### config.mk
export PLATFORM = sky130hd
export DESIGN_NAME = i2c_master_byte_sequencer
export DESIGN_NICKNAME = d
export VERILOG_FILES = /design/src/rtl/i2cms_pkg.sv /design/src/rtl/i2cms_front.sv /design/src/rtl/i2cms_back.sv /design/src/rtl/i2c_master_byte_sequencer.sv
export SDC_FILE = /design/constraint.sdc
export NUM_CORES = 1
export LEC_CHECK = 0
export BUFFER_PORTS_ARGS = -buffer_cell sky130_fd_sc_hd__buf_2
export CAP_MARGIN = 20
export CORE_MARGIN = 1
export CORE_UTILIZATION = 45
export CTS_CLUSTER_DIAMETER = 120
export CTS_CLUSTER_SIZE = 28
export DETAILED_ROUTE_END_ITERATION = 10
export PLACE_DENSITY = 0.71
export REMOVE_ABC_BUFFERS = 1
export SLEW_MARGIN = 20
export SYNTH_ARGS = -nofsm -noshare
export SYNTH_HDL_FRONTEND = slang
export SYNTH_SLANG_ARGS = --single-unit
### constraint.sdc
create_clock -name clk -period 4.5 [get_ports clk]
set_input_delay 0.9 -clock clk [delete_from_list [all_inputs] [get_ports clk]]
set_output_delay 0.9 -clock clk [all_outputs]
set_load 0.01 [all_outputs]
### src/rtl/i2cms_pkg.sv
package i2cms_pkg;

	// Command codes as they arrive on the operation field
	typedef enum logic [1:0] {
		OP_START = 2'd0,
		OP_STOP  = 2'd1,
		OP_WRITE = 2'd2,
		OP_READ  = 2'd3
	} op_t;

	// Queue depth between the front and the back
	localparam int CMD_DEPTH = 2;

	// Phase counter: a byte command runs 19 phases, start and stop run 3
	localparam int STEP_W = 5;
	localparam logic [STEP_W-1:0] BYTE_LAST_STEP = STEP_W'(18);
	localparam logic [STEP_W-1:0] LINE_LAST_STEP = STEP_W'(2);
	localparam logic [STEP_W-1:0] ACK_HIGH_STEP = STEP_W'(17);

	// One command as written by the user
	typedef struct packed {
		logic [1:0] operation;
		logic [7:0] write_data;
		logic       send_nack;
		logic [7:0] bus_data;
		logic       bus_ack;
	} in_item_t;

	// One line phase as delivered to the user
	typedef struct packed {
		logic       clock_line;
		logic       data_line;
		logic       sample_point;
		logic [7:0] read_byte;
		logic       ack_level;
		logic       last_phase;
	} out_item_t;

	// Classified command: the byte and the single bit that the operation uses
	typedef struct packed {
		op_t        op;
		logic [7:0] data;
		logic       flag;
	} cmd_t;

endpackage

### src/rtl/i2cms_front.sv
module i2cms_front #(
	parameter int Depth = i2cms_pkg::CMD_DEPTH
) (
	input  logic                 clk,
	input  logic                 arst_n,
	input  logic                 push,
	output logic                 full,
	input  i2cms_pkg::in_item_t  command,
	output logic                 cmd_valid,
	output i2cms_pkg::cmd_t      cmd,
	input  logic                 cmd_take
);
	import i2cms_pkg::*;

	localparam int PtrW = (Depth > 1) ? $clog2(Depth) : 1;
	localparam int CntW = $clog2(Depth + 1);

	cmd_t              queue_q [Depth];
	logic [PtrW-1:0]   wr_ptr_q;
	logic [PtrW-1:0]   rd_ptr_q;
	logic [CntW-1:0]   count_q;
	cmd_t              cmd_in;
	logic              wr_en;
	logic              rd_en;

	// Classify: keep only the byte and the bit that the operation needs
	always_comb begin
		cmd_in.op = op_t'(command.operation);
		unique case (op_t'(command.operation))
			OP_WRITE: begin
				cmd_in.data = command.write_data;
				cmd_in.flag = command.bus_ack;
			end
			OP_READ: begin
				cmd_in.data = command.bus_data;
				cmd_in.flag = command.send_nack;
			end
			default: begin
				cmd_in.data = '0;
				cmd_in.flag = 1'b0;
			end
		endcase
	end

	assign full      = (count_q == CntW'(Depth));
	assign cmd_valid = (count_q != '0);
	assign cmd       = queue_q[rd_ptr_q];
	assign wr_en     = push && !full;
	assign rd_en     = cmd_take && cmd_valid;

	// Store the classified item
	always_ff @(posedge clk) begin
		if (wr_en) begin
			queue_q[wr_ptr_q] <= cmd_in;
		end
	end

	// Advance pointers and count
	always_ff @(posedge clk or negedge arst_n) begin
		if (!arst_n) begin
			wr_ptr_q <= '0;
			rd_ptr_q <= '0;
			count_q  <= '0;
		end else begin
			if (wr_en) begin
				wr_ptr_q <= (wr_ptr_q == PtrW'(Depth - 1)) ? '0 : wr_ptr_q + 1'b1;
			end
			if (rd_en) begin
				rd_ptr_q <= (rd_ptr_q == PtrW'(Depth - 1)) ? '0 : rd_ptr_q + 1'b1;
			end
			if (wr_en && !rd_en) begin
				count_q <= count_q + 1'b1;
			end else if (rd_en && !wr_en) begin
				count_q <= count_q - 1'b1;
			end
		end
	end

endmodule

### src/rtl/i2cms_back.sv
module i2cms_back (
	input  logic                 clk,
	input  logic                 arst_n,
	input  logic                 cmd_valid,
	input  i2cms_pkg::cmd_t      cmd,
	output logic                 cmd_take,
	output logic                 empty,
	input  logic                 pop,
	output i2cms_pkg::out_item_t phase
);
	import i2cms_pkg::*;

	typedef enum logic {
		ST_IDLE,
		ST_RUN
	} state_t;

	state_t            state_q;
	op_t               op_q;
	logic [7:0]        data_q;
	logic              flag_q;
	logic [STEP_W-1:0] step_q;
	logic              out_valid_q;
	out_item_t         out_q;
	out_item_t         next_phase;
	logic              slot_free;
	logic              is_last;

	assign slot_free = !out_valid_q || pop;
	assign cmd_take  = (state_q == ST_IDLE) && cmd_valid;
	assign empty     = !out_valid_q;
	assign phase     = out_q;

	// Build the line phase for the current step
	always_comb begin
		next_phase = '0;
		is_last    = 1'b0;
		unique case (op_q)
			OP_START: begin
				is_last                = (step_q == LINE_LAST_STEP);
				next_phase.clock_line  = !is_last;
				next_phase.data_line   = (step_q == '0);
			end
			OP_STOP: begin
				is_last                = (step_q == LINE_LAST_STEP);
				next_phase.clock_line  = (step_q != '0);
				next_phase.data_line   = is_last;
			end
			OP_WRITE: begin
				is_last = (step_q == BYTE_LAST_STEP);
				if (!step_q[4]) begin
					// Bit cells, MSB first: low then high half
					next_phase.clock_line = step_q[0];
					next_phase.data_line  = data_q[~step_q[3:1]];
				end else begin
					// Release SDA and sample the acknowledge
					next_phase.clock_line   = (step_q == ACK_HIGH_STEP);
					next_phase.data_line    = 1'b1;
					next_phase.sample_point = (step_q == ACK_HIGH_STEP);
					next_phase.ack_level    = is_last ? flag_q : 1'b0;
				end
			end
			OP_READ: begin
				is_last = (step_q == BYTE_LAST_STEP);
				if (!step_q[4]) begin
					// SDA released, sample on the high half
					next_phase.clock_line   = step_q[0];
					next_phase.data_line    = 1'b1;
					next_phase.sample_point = step_q[0];
				end else begin
					// Drive ACK or NACK, then release
					next_phase.clock_line = (step_q == ACK_HIGH_STEP);
					next_phase.data_line  = is_last ? 1'b1 : flag_q;
					next_phase.read_byte  = is_last ? data_q : 8'h00;
				end
			end
			default: begin
				next_phase = '0;
			end
		endcase
		next_phase.last_phase = is_last;
	end

	// Sequencer state and output register
	always_ff @(posedge clk or negedge arst_n) begin
		if (!arst_n) begin
			state_q     <= ST_IDLE;
			out_valid_q <= 1'b0;
			step_q      <= '0;
			op_q        <= OP_START;
			data_q      <= '0;
			flag_q      <= 1'b0;
			out_q       <= '0;
		end else begin
			if (pop && out_valid_q) begin
				out_valid_q <= 1'b0;
			end
			unique case (state_q)
				ST_IDLE: begin
					if (cmd_valid) begin
						op_q    <= cmd.op;
						data_q  <= cmd.data;
						flag_q  <= cmd.flag;
						step_q  <= '0;
						state_q <= ST_RUN;
					end
				end
				ST_RUN: begin
					if (slot_free) begin
						out_q       <= next_phase;
						out_valid_q <= 1'b1;
						step_q      <= step_q + 1'b1;
						if (is_last) begin
							state_q <= ST_IDLE;
						end
					end
				end
				default: begin
					state_q <= ST_IDLE;
				end
			endcase
		end
	end

endmodule

### src/rtl/i2c_master_byte_sequencer.sv
// I2C master byte sequencer.
// Commands enter on the push/full queue port: start, stop, write byte or
// read byte, with the write byte, the read ACK/NACK choice and the levels
// the slave presents on SDA. Each command comes out as a run of SCL/SDA
// line phases on the empty/pop queue port, one item per phase: 3 phases
// for start and stop, 19 for a byte write or read. The last phase of a
// command carries last_phase, the sampled byte of a read and the sampled
// acknowledge of a write.
// A command pushed into an idle block is written into the command queue,
// loaded into the sequencer and then registered as its first phase in the
// output register. The phase sequencer emits one phase per cycle while pop
// stays high, and passes through its idle state to load each command. A
// two-entry command queue keeps accepting commands while the sequencer runs.
// When pop is low the sequencer holds its current phase in the output
// register and stops; the command queue fills and full rises.
// Reset empties the command queue and the output register and returns the
// sequencer to idle; no line state is kept between commands.
module i2c_master_byte_sequencer #(
	parameter int CmdDepth = i2cms_pkg::CMD_DEPTH
) (
	input  logic                 clk,
	input  logic                 arst_n,
	input  logic                 push,
	output logic                 full,
	input  i2cms_pkg::in_item_t  command,
	output logic                 empty,
	input  logic                 pop,
	output i2cms_pkg::out_item_t phase
);
	import i2cms_pkg::*;

	logic cmd_valid;
	logic cmd_take;
	cmd_t cmd;

	i2cms_front #(
		.Depth(CmdDepth)
	) u_front (
		.clk      (clk),
		.arst_n   (arst_n),
		.push     (push),
		.full     (full),
		.command  (command),
		.cmd_valid(cmd_valid),
		.cmd      (cmd),
		.cmd_take (cmd_take)
	);

	i2cms_back u_back (
		.clk      (clk),
		.arst_n   (arst_n),
		.cmd_valid(cmd_valid),
		.cmd      (cmd),
		.cmd_take (cmd_take),
		.empty    (empty),
		.pop      (pop),
		.phase    (phase)
	);

	// The master samples SDA only while SCL is high
	a_sample_high: assert property (@(posedge clk) disable iff (!arst_n)
		(!empty && phase.sample_point) |-> phase.clock_line)
		else $error("sample point with SCL low");

	// Result fields appear only on the final phase
	a_result_last: assert property (@(posedge clk) disable iff (!arst_n)
		(!empty && (phase.read_byte != 8'h00 || phase.ack_level)) |-> phase.last_phase)
		else $error("result field set before the final phase");

	// The sequencer takes a command only when the queue holds one
	a_take_valid: assert property (@(posedge clk) disable iff (!arst_n)
		cmd_take |-> cmd_valid)
		else $error("command taken from an empty queue");

endmodule

; After elaboration in Yosys (flattened, before gate mapping)
; Memories as Yosys holds them, arrays and structs flattened. A register that Yosys moved wholly into a read port is not among the register bits.
; Cells that the tools add are included.
[classes]
addsub = 5
n_lt_le_gt_ge = 1
n_eq_ne = 11
mux = 33
bitwise_logic = 2
n_reduce_logical = 23
[ops]
columns = cell, count
row1 = two-way mux 8 bit, 3
row2 = case mux 9 bit (2 select lines), 1
row3 = two-way mux 1 bit, 17
row4 = equality test 2 bit (second input constant), 5
row5 = equality test 5 bit (second input constant), 2
row6 = two-way mux 5 bit, 2
row7 = case mux 5 bit (2 select lines), 1
row8 = two-way mux 2 bit, 4
row9 = case mux 2 bit (4 select lines), 1
row10 = logical AND 1 bit, 6
row11 = logical NOT 1 bit, 6
row12 = case mux 1 bit (2 select lines), 3
row13 = AND reduction 2 bit, 3
row14 = adder 5 x 1 -> 5 bit (second input constant), 1
row15 = equality test 5 x 2 -> 1 bit (second input constant), 1
row16 = logical NOT 5 bit, 1
row17 = nonzero test 5 bit, 1
row18 = < comparator 3 x 4 -> 1 bit (second input constant), 1
row19 = nonzero test 2 bit, 2
row20 = OR reduction 2 bit, 2
row21 = binary-select mux 1 bit (select 3 bit), 1
row22 = inverter 3 bit, 1
row23 = adder 1 bit (second input constant), 2
row24 = adder 2 x 1 -> 2 bit (second input constant), 1
row25 = 7 further kinds, 7
[word_totals]
regBits = 24
mem_bits_rw = 22
in_bits = 24
memories = 1
[memory_table]
columns = name, depth, word_bits, read_ports, rd_ports_with_merged_regs, write_ports, line_no
row1 = u_front.queue_q, 2, 11, 1, 1, 1, i2cms_front.sv:18  ; cmd_t queue_q [Depth];

; Longest topological paths before layout
; Gate-level depths: netlist of run 1.
[logic_depth]
depth_word = 7
depth_mapped = 7
ltp_nobuf = 7

; Cells and area by module
; A second synthesis of run 1 with hierarchy kept.
[hier_totals]
hier_cells = 200
hier_area_um2 = 2670.1
[by_module_without_submodules]
columns = module, instances, cells_each, area_per_inst_um2, seq_area_each_um2
row1 = i2cms_back, 1, 128, 1478.9, 775.7
row2 = i2cms_front, 1, 72, 1191.1, 760.7

; Worst setup path after synthesis of run 1
; OpenSTA, ideal clock, no wires.
[synth_path]
path_type = in2reg
start = input port pop
end = register u_back.state_q
setup_ps = 124
arrival_time_ps = 1886
slack_ps = 2490
path_stages = 5
path_cell_list = nand2b_1 > nand2_1 > buf_2 > or3_2 > o31a_1
[synth_via]
elab_chain_cells = 3
[synth_lines]
columns = element, line_no
row1 = start: declaration, i2c_master_byte_sequencer.sv:27  ; input logic pop,
row2 = logical OR 1 bit, i2cms_back.sv:29  ; assign slot_free = !out_valid_q || pop;
row3 = two-way mux 1 bit, i2cms_back.sv:109  ; if (slot_free) begin
row4 = case mux 1 bit (2 select lines), i2cms_back.sv:98  ; unique case (state_q)
row5 = end signal: assignment, i2cms_back.sv:105  ; state_q <= ST_RUN;
row6 = end signal: assignment, i2cms_back.sv:114  ; state_q <= ST_IDLE;
row7 = end signal: assignment, i2cms_back.sv:119  ; state_q <= ST_IDLE;
row8 = end: declaration, i2cms_back.sv:18  ; state_t state_q;
; Every way passes these cells.
; A chain may end at the register's enable or synchronous reset.

; Final worst setup path of run 1
; Same ends and word-level chain as after synthesis.

==> flow_summary.yaml, run 1 <==
cts:
  path_clk_slew_ps: 70
  clock_latency_ps: 340
  numCtsBuffers: 9
  cts_buffer_depth: 2
  clockRootBuffer: "clkbuf_8"
  hold_buffers: 0
  htree_levels: 3
  cts_setup_buffers: 0
  cts-resized-gates: 0
  clock-sinks: 57
  cts_tree: "built"
grt:
  grt_usage_pct: 16.6
  grt_pass1_vias: 1587
  antenna_found_initial: 0
  grt_overflow: 0
  grt_pass1_wl_mm: 7.49
  grt_max_degree: 36
timing:
  post-route-min-period_ps: 2090
  rsz0062_at_grt: "no"
  max-slew-margin-rel_pct: 38.1
  finalCritPeriodShare_pct: 46.6
  final.setup.tns_ps: 0
  finalSetupViolations: 0
  slew_viol_final: 0
  finalClockSkew_ps: 4.62
  hold_viol_final: 0
  max_freq_mhz: 477
  worst_slack_ps: 2410
  tightest_slew_ps: 925
pwr:
  seqPwrFrac_pct: 44.4
  pwr-share-comb_pct: 23.6
  intPower_uw: 1360
  pwr_density_cell_nw_per_um2: 638
  peakVddDrop_uv: 261
  netSwitchingPower_uw: 598
  swShare_pct: 30.6
  clock_power_share_pct: 32.0
  cellLeakagePower_uw: 0.00143
setup_path:
  r2r-start: "u_back.step_q[0]"
  start_kind: "input pin"
  crit_required_ps: 4730
  critical_path.endpoint_type: "flip-flop"
  cp.arrival_ps: 2320
  rrSetupSlack_ps: 2580
  crit_path_max_fanout: 20
  r2r_cells: 6
  path_class: "in -> reg"
  reg2reg_to: "u_back.phase[11]"
job:
  maxCapViolCount: 0
routing:
  routed_wl_mm: 4.36
  drtAntennaViolNets: 0
  wl_per_cell_um: 13.7
  drc: 0
  via_per_inst: 5.05
  first_pass_iters: 4
  dr_total_vias: 1611
  drt_iter0_markers: 73
synthesis:
  ys_types: 37
  synthCells: 201
  synth_area_um2: 2560
  ys_ff_latch: 57
  yosysWarningCount: 0
  syn_area_per_cell_um2: 12.8
  yosysSeqAreaShare_pct: 59.9
floorplanning:
  dieWidth_um: 77.5
  num_io_pins: 39
  dieArea_um2: 6010
  initial_core_util_pct: 46.6
  fp.coreArea_um2: 5510
  fp.dieH_um: 77.5
  rows: 27
hold_path:
  worstHoldPathType: "reg -> reg"
  min_from: "u_back.phase[10]"
  hold_end: "u_back.phase[10]"
  hold_depth: 2
layout:
  fin_nets: 271
  final_cells: 319
  syn_to_final_growth_pct: 19.6
  drive_gt1_share_pct: 24.7
  finalCoreUtilization_pct: 55.7
  fin_area_um2: 3070
  diodes: 0
placed_design:
  placedCellCount: 303
  finalWeightedCongestion: 0.778
  io_buffers: 38
  dp_hpwl_mm: 2.95
  post-place-ws_ps: 2060
  place_area_um2: 2810
outcome:
  status: "finished clean"
-- layout by cell type (no fill, tap or decap), types with 4 or more instances in the layout --
master,instances
inv_1,7
ha_1,5
xnor2_1,4
clkbuf_8,9
dfrtp_1,35
o21ai_0,17
nand2_1,22
nor2_1,5
bufinv_16,4
mux2i_1,22
buf_2,38
edfxtp_1,22
a22o_1,11
nor2b_1,10
-- cell families after synthesis --
group | count (synthesis) | synth area share (%)
AND/OR/NAND/NOR | 53 | 11.1
AO/OA/AOI/OAI | 37 | 9.95
XOR/XNOR | 7 | 2.39
buffers and inverters | 16 | 2.68
flip-flops | 57 | 59.9
multiplexers | 25 | 11.1
adder cells (fa/ha/maj) | 6 | 2.88
-- worst max path at each step --
stage / startpoint / to / cells after the start
floorplan: pop / u_back.state_q / 4
global placement: pop / u_back.state_q / 5
CTS: pop / u_back.phase[6] / 5
finish: pop / u_back.state_q / 5
global route: pop / u_back.phase[6] / 5
detailed placement: pop / u_back.state_q / 5
-- power by group through the flow --
| stage | sequential, µW | clock [µW] | combinational (µW) |
|---|---|---|---|
| 2_1_floorplan | 839 | 0 | 351 |
| 3_3_place_gp | 874 | 0 | 451 |
| 3_5_place_dp | 880 | 0 | 466 |
| 4_1_cts | 871 | 638 | 469 |
| 5_1_grt | 892 | 659 | 529 |
| 6_report | 868 | 627 | 461 |
-- cells in the mapped netlist, drive strengths merged --
cell type / count / area share, %
nand2b: 3 / 0.73
nor2b: 10 / 2.4
buf: 3 / 0.78
a211oi: 2 / 0.78
nor4: 1 / 0.83
xnor2: 4 / 1.4
nor2: 5 / 0.73
nand3: 1 / 0.19
mux2: 1 / 0.44
a31oi: 1 / 0.24
and3: 1 / 0.24
maj3: 1 / 0.44
dfrtp: 35 / 34
nor3: 2 / 0.39
nand2: 22 / 3.2
a22o: 11 / 3.8
or3b: 1 / 0.44
and2: 3 / 0.78
xor2: 3 / 1.0
nand4: 2 / 0.49
inv: 7 / 1.0
edfxtp: 22 / 26
mux4: 2 / 2.0
o21ai: 17 / 3.3
clkbuf: 6 / 0.88
ha: 5 / 2.4
o21bai: 1 / 0.29
a21boi: 3 / 0.88
o31a: 1 / 0.34
o41ai: 1 / 0.34
mux2i: 22 / 8.6
and4: 1 / 0.34
or3: 1 / 0.29
-- worst max-delay path, cell delays in order --
cell and delay, ps:
buf_2 70, nand2b_1 160, nand2_1 440, or3_2 630
o31a_1 110
-- sequential cells by signal (all words and copies together), names as in the netlist --
| register | cells |
|---|---|
| u_back.state_q | 1 |
| u_front.count_q | 2 |
| u_back.flag_q | 1 |
| u_back.op_q | 2 |
| u_back.out_valid_q | 1 |
| u_back.phase | 13 |
| u_front.queue_q | 22 |
| u_back.data_q | 8 |
| u_front.rd_ptr_q | 1 |
| u_front.wr_ptr_q | 1 |
| u_back.step_q | 5 |
-- metal layers --
layer	vias up	share of wire [%]	global-route usage, %
met5	-	0	0
met4	0	2.6	9.06
met3	9	4.8	5.29
met2	42	46	25.7
met1	749	46	20.7
li1	811	-	-
-- metrics by stage --
stage / total power (µW) / hold WS [ps]
after floorplan: 1190 / 461
after global placement: 1330 / 467
after detailed placement: 1350 / 476
after CTS: 1980 / 491
after global routing: 2080 / 516
final: 1960 / 482
-- area by class of cell --
type,count,area (µm²)
fill,457,2440
inverter,7,26.3
clock inverter,6,130
sequential,57,1540
timing repair buffer,39,198
tap,72,90.1
multi-input combinational,128,960
clock buffer,10,128
No activity file was read; power rests on OpenSTA's default activity.
==> run 2: changes to the inputs <==
clock period = 2.2 ns   (was 4.5 ns; I/O delays follow)
==> run 2 against run 1 <==
Compared with the run above:
- utilization rose by 0.30 points
- setup slack got worse by 2100 ps
- power rose by 110%
- first-iteration DRC count rose by 4.1%
- flip-flop and latch count did not move
==> flow_summary.yaml, run 2 (same netlist as run 1, synthesis figures left out) <==
floorplanning:
  rows: 27
  fp.dieH_um: 77.5
  num_io_pins: 39
  dieArea_um2: 6010
  initial_core_util_pct: 46.6
  dieWidth_um: 77.5
  fp.coreArea_um2: 5510
routing:
  drtAntennaViolNets: 0
  dr_total_vias: 1605
  via_per_inst: 5.00
  drt_iter0_markers: 76
  wl_per_cell_um: 13.9
  drc: 0
  routed_wl_mm: 4.45
  first_pass_iters: 4
setup_path:
  critPathMaxStageDelay_ps: 450
  rrSetupSlack_ps: 300
  crit_path_max_fanout: 7
  critical_path.endpoint_type: "flip-flop"
  path_class: "reg -> reg"
  start_kind: "flip-flop"
  reg2reg_to: "u_back.phase[11]"
  r2r_cells: 6
  worstPathCellList: "inv_1 -> ha_1 -> or3b_4 -> maj3_2 -> a211oi_2 -> a22o_1"
  crit_path_top_delay_cell: "dfrtp_1"
  r2r-start: "u_back.step_q[0]"
  cp.arrival_ps: 2170
  crit_required_ps: 2470
grt:
  grt_overflow: 0
  grt_usage_pct: 16.7
  grt_pass1_vias: 1579
  grt_pass1_wl_mm: 7.52
  grt_max_degree: 36
  antenna_found_initial: 0
timing:
  max_freq_mhz: 526
  slew_viol_final: 0
  rsz0062_at_grt: "no"
  finalSetupViolations: 0
  post-route-min-period_ps: 1900
  tightest_slew_ps: 757
  finalClockSkew_ps: 5.31
  final.setup.tns_ps: 0
  finalCritPeriodShare_pct: 86.4
  max-slew-margin-rel_pct: 49.5
  hold_viol_final: 0
layout:
  drive_gt1_share_pct: 24.9
  largest-register: "u_front.queue_q"
  diodes: 0
  final_cells: 321
  fin_nets: 273
  mostFrequentLayoutCell: "buf_2"
  fin_area_um2: 3080
  finalCoreUtilization_pct: 56.0
  syn_to_final_growth_pct: 20.2
  final_cell_mix: "buf_2 (38), dfrtp_1 (35), mux2i_1 (22), nand2_1 (22), edfxtp_1 (22)"
  largest_reg_flops: 22
  fillerInstances: 454
outcome:
  status: "finished clean"
cts:
  cts_tree: "built"
  clock-sinks: 57
  cts_buffer_depth: 2
  cts-resized-gates: 0
  clockRootBuffer: "clkbuf_8"
  clock_latency_ps: 330
  cts_setup_buffers: 0
  htree_levels: 3
  path_clk_slew_ps: 60
  hold_buffers: 0
  numCtsBuffers: 9
pwr:
  intPower_uw: 2800
  swShare_pct: 30.6
  cellLeakagePower_uw: 0.00144
  seqPwrFrac_pct: 44.2
  netSwitchingPower_uw: 1240
  peakVddDrop_uv: 572
  clock_power_share_pct: 31.6
  pwr_density_cell_nw_per_um2: 1310
  pwr-share-comb_pct: 24.2
placed_design:
  dp_hpwl_mm: 3.12
  place_area_um2: 2830
  io_buffers: 38
  placedCellCount: 305
  finalWeightedCongestion: 0.788
job:
  maxCapViolCount: 0
hold_path:
  worstHoldPathType: "in -> async"
run 2: how the worst max path moves through the flow:
stage | start | slack [ps] | to | cells past startpoint
finish | u_back.step_q[0] | 300 | u_back.phase[11] | 6
global route | u_back.step_q[0] | 220 | u_back.phase[11] | 6
CTS | u_back.step_q[0] | 300 | u_back.phase[11] | 6
detailed placement | u_back.step_q[0] | 330 | u_back.phase[11] | 6
global placement | u_back.step_q[0] | 380 | u_back.phase[11] | 6
floorplan | u_front.count_q[0] | 140 | u_front.count_q[1] | 5
run 2: layout make-up:
type                    instances  area (µm²)  area share, %
clock buffers                  11         131           4.26
inverters                       7        26.3          0.852
repair buffers                 41         213           6.90
well taps                      72        90.1           2.92
clock inverters                 5         128           4.14
multi-input cells             128         960           31.1
flip-flops and latches         57        1540           49.8
run 2: worst max-delay path: cells and delay by family, from the launching register on:
kind	cells	cell delay, ps
simple gates	1	410
fa+ha+maj	2	480
buf+inv	1	140
flops	1	450
compound gates	2	350
run 2: per-layer routing:
layer / vias to the layer above / global-route usage (%) / wire length (µm) / part of all wire [%]
met4: 0 / 10.2 / 108 / 2.4
met5: - / 0 / 0 / 0
li1: 809 / - / - / -
met2: 35 / 26.1 / 2110 / 47
met3: 10 / 4.59 / 137 / 3.1
met1: 751 / 20.5 / 2090 / 47
run 2: power by group through the flow:
stage | logic [µW] | clock network [µW] | registers [µW]
finish | 975 | 1270 | 1780
global route | 1100 | 1340 | 1830
CTS | 988 | 1300 | 1790
detailed placement | 976 | 0 | 1800
global placement | 945 | 0 | 1780
floorplan | 718 | 0 | 1720
run 2: metrics by stage:
stage          total power (µW)  hold slack [ps]  worst slack [ps]
2_1_floorplan              2430              144               138
3_3_place_gp               2730              456               383
3_5_place_dp               2780              476               328
4_1_cts                    4080              180               298
5_1_grt                    4280              235               219
6_report                   4030              174               300
==> run 3: changes to the inputs <==
GPL_ROUTABILITY_DRIVEN = 0   (was unset)
PLACE_DENSITY = 0.73   (was 0.71)
REMOVE_ABC_BUFFERS = unset   (was 1)
clock period = 1.6 ns   (was 2.2 ns; I/O delays follow)
==> run 3 against run 2 <==
Compared with the run above:
- the run now ends with negative setup slack left
- highest routed layer unchanged
- setup slack got worse by 390 ps
- global-route usage rose by 0.53 points
- flip-flop and latch count stayed put
- clock power is 16% higher
- sequential power grew 31%
- largest power group unchanged
- non-clock buffer count rose by 15
- clock skew rose by 5.8 ps
- utilization up 2.4 points
==> flow_summary.yaml, run 3 (same netlist as run 1, synthesis figures left out) <==
timing:
  rsz0062_at_grt: "yes"
  finalSetupViolations: 10
  worst_slack_ps: -93.2
  finalCritPeriodShare_pct: 106
  hold_viol_final: 0
  max-slew-margin-rel_pct: 74.8
  post-route-min-period_ps: 1690
  max_freq_mhz: 591
  tightest_slew_ps: 374
  slew_viol_final: 0
  finalClockSkew_ps: 11.1
routing:
  via_per_inst: 5.02
  routed_wl_mm: 4.47
  top_layer: "met4"
  route.met3.wl_um: 189
  drtAntennaViolNets: 0
  wl_met1_mm: 2.04
  wl_per_cell_um: 13.3
  drc: 0
  first_pass_iters: 4
  dr_total_vias: 1688
  wl_met2_mm: 2.14
  drt_iter0_markers: 102
outcome:
  status: "complete, but fails checks"
  violations: "negative setup slack"
cts:
  numCtsBuffers: 9
  path_clk_slew_ps: 70
  cts_tree: "built"
  clock_latency_ps: 340
  clock-sinks: 57
  cts_buffer_depth: 2
  htree_levels: 3
  clockRootBuffer: "clkbuf_8"
layout:
  fillerInstances: 453
  largest_reg_flops: 22
  diodes: 0
  syn_to_final_growth_pct: 25.3
  fin_nets: 288
  mostFrequentLayoutCell: "buf_2"
  final_cell_mix: "buf_2 (38), dfrtp_1 (33), mux2i_1 (22), edfxtp_1 (22), nand2_1 (21)"
  largest-register: "u_front.queue_q"
  final_cells: 336
  drive_gt1_share_pct: 32.2
grt:
  grt_overflow: 0
  grt_pass1_vias: 1602
  grt_max_degree: 24
  grt_usage_pct: 17.2
  grt_pass1_wl_mm: 7.65
  antenna_found_initial: 0
hold_path:
  worstHoldPathType: "in -> reg"
placed_design:
  post-place-ws_ps: -72.7
  io_buffers: 38
  placedCellCount: 318
  dp_hpwl_mm: 3.17
floorplanning:
  fp.coreArea_um2: 5510
  dieWidth_um: 77.5
  num_io_pins: 39
  initial_core_util_pct: 46.6
  dieArea_um2: 6010
  fp.dieH_um: 77.5
  rows: 27
synthesis:
  synth_nets: 230
setup_path:
  crit_required_ps: 1880
  crit_path_max_fanout: 3
  cp.arrival_ps: 1980
  start_kind: "flip-flop"
  path_class: "reg -> reg"
  critical_path.endpoint_type: "flip-flop"
pwr:
  cellLeakagePower_uw: 0.00151
  pwr_density_cell_nw_per_um2: 1720
  peakVddDrop_uv: 877
  power_uw: 5520
job:
  maxCapViolCount: 0
==> run 3: changes by cell type in the layout (fill, tap and decap cells not counted), moves of 2 or more <==
cell and change:
buf_4 +11, dfrtp_1 -2, buf_12 +2, dfrtp_2 +2
clkinv_2 +2, bufinv_16 -2
==> run 3: power by group <==
part	switching, µW	total, µW	internal, µW	leakage (µW)
clock network	556	1470	916	0.000113
registers	347	2340	1990	0.000641
logic	852	1710	863	0.000754
total	1760	5520	3770	0.00151
==> run 3: worst paths after layout <==
kind	slack, ps	from	depth (start not counted)	to
max in group asynchronous	740	arst_n	3	u_back.data_q[5]
worst min-delay path	260	push	3	u_front.wr_ptr_q
worst max-delay path	-90	u_back.step_q[0]	6	u_back.phase[11]
worst max register to register	-90	u_back.step_q[0]	6	u_back.phase[11]
worst min register to register	470	u_back.phase[10]	2	u_back.phase[10]
min in group asynchronous	420	arst_n	2	u_back.phase[1]
==> run 3: final cells by class <==
class / instances / area [µm²] / area share, %
Multi-Input combinational cell: 128 / 982 / 30.6
Timing Repair Buffer: 56 / 357 / 11.1
Inverter: 7 / 26.3 / 0.817
Tap cell: 72 / 90.1 / 2.80
Sequential cell: 57 / 1540 / 47.9
Clock buffer: 11 / 141 / 4.40
Clock inverter: 5 / 78.8 / 2.45
==> run 3: metal layers <==
| layer | global-route usage [%] | vias up |
|---|---|---|
| li1 | - | 844 |
| met1 | 21.0 | 791 |
| met2 | 27.4 | 43 |
| met3 | 5.29 | 10 |
| met4 | 9.06 | 0 |
| met5 | 0 | - |
==> run 3: metrics by stage <==
step	util, %	hold WS (ps)	setup TNS (ps)	instance area, µm²
after global placement	53.6	258	-124	2950
after detailed placement	53.6	255	-309	2950
after floorplan	-	24.4	-270	2570
after CTS	58.2	270	-332	3210
final	58.4	262	-528	3210
after global routing	58.4	284	-1070	3210
==> run 3: repair_timing <==
| item | 4_1_cts | 5_1_grt |
|---|---|---|
| hold buffers | 1 | 0 |
| pin swaps | 3 | 1 |
| buffers inserted | 1 | 0 |
| endpoints found under the hold margin | 14 | 0 |
| gates resized for setup | 2 | 5 |
| setup endpoints to repair | 10 | 14 |
==> run 3: critical path, cell delays in order, from the launching register on <==
cell and delay (ps):
dfrtp_1 390, inv_2 90, ha_4 140, or3b_4 390, maj3_2 310, a211oi_2 180
a22o_1 140
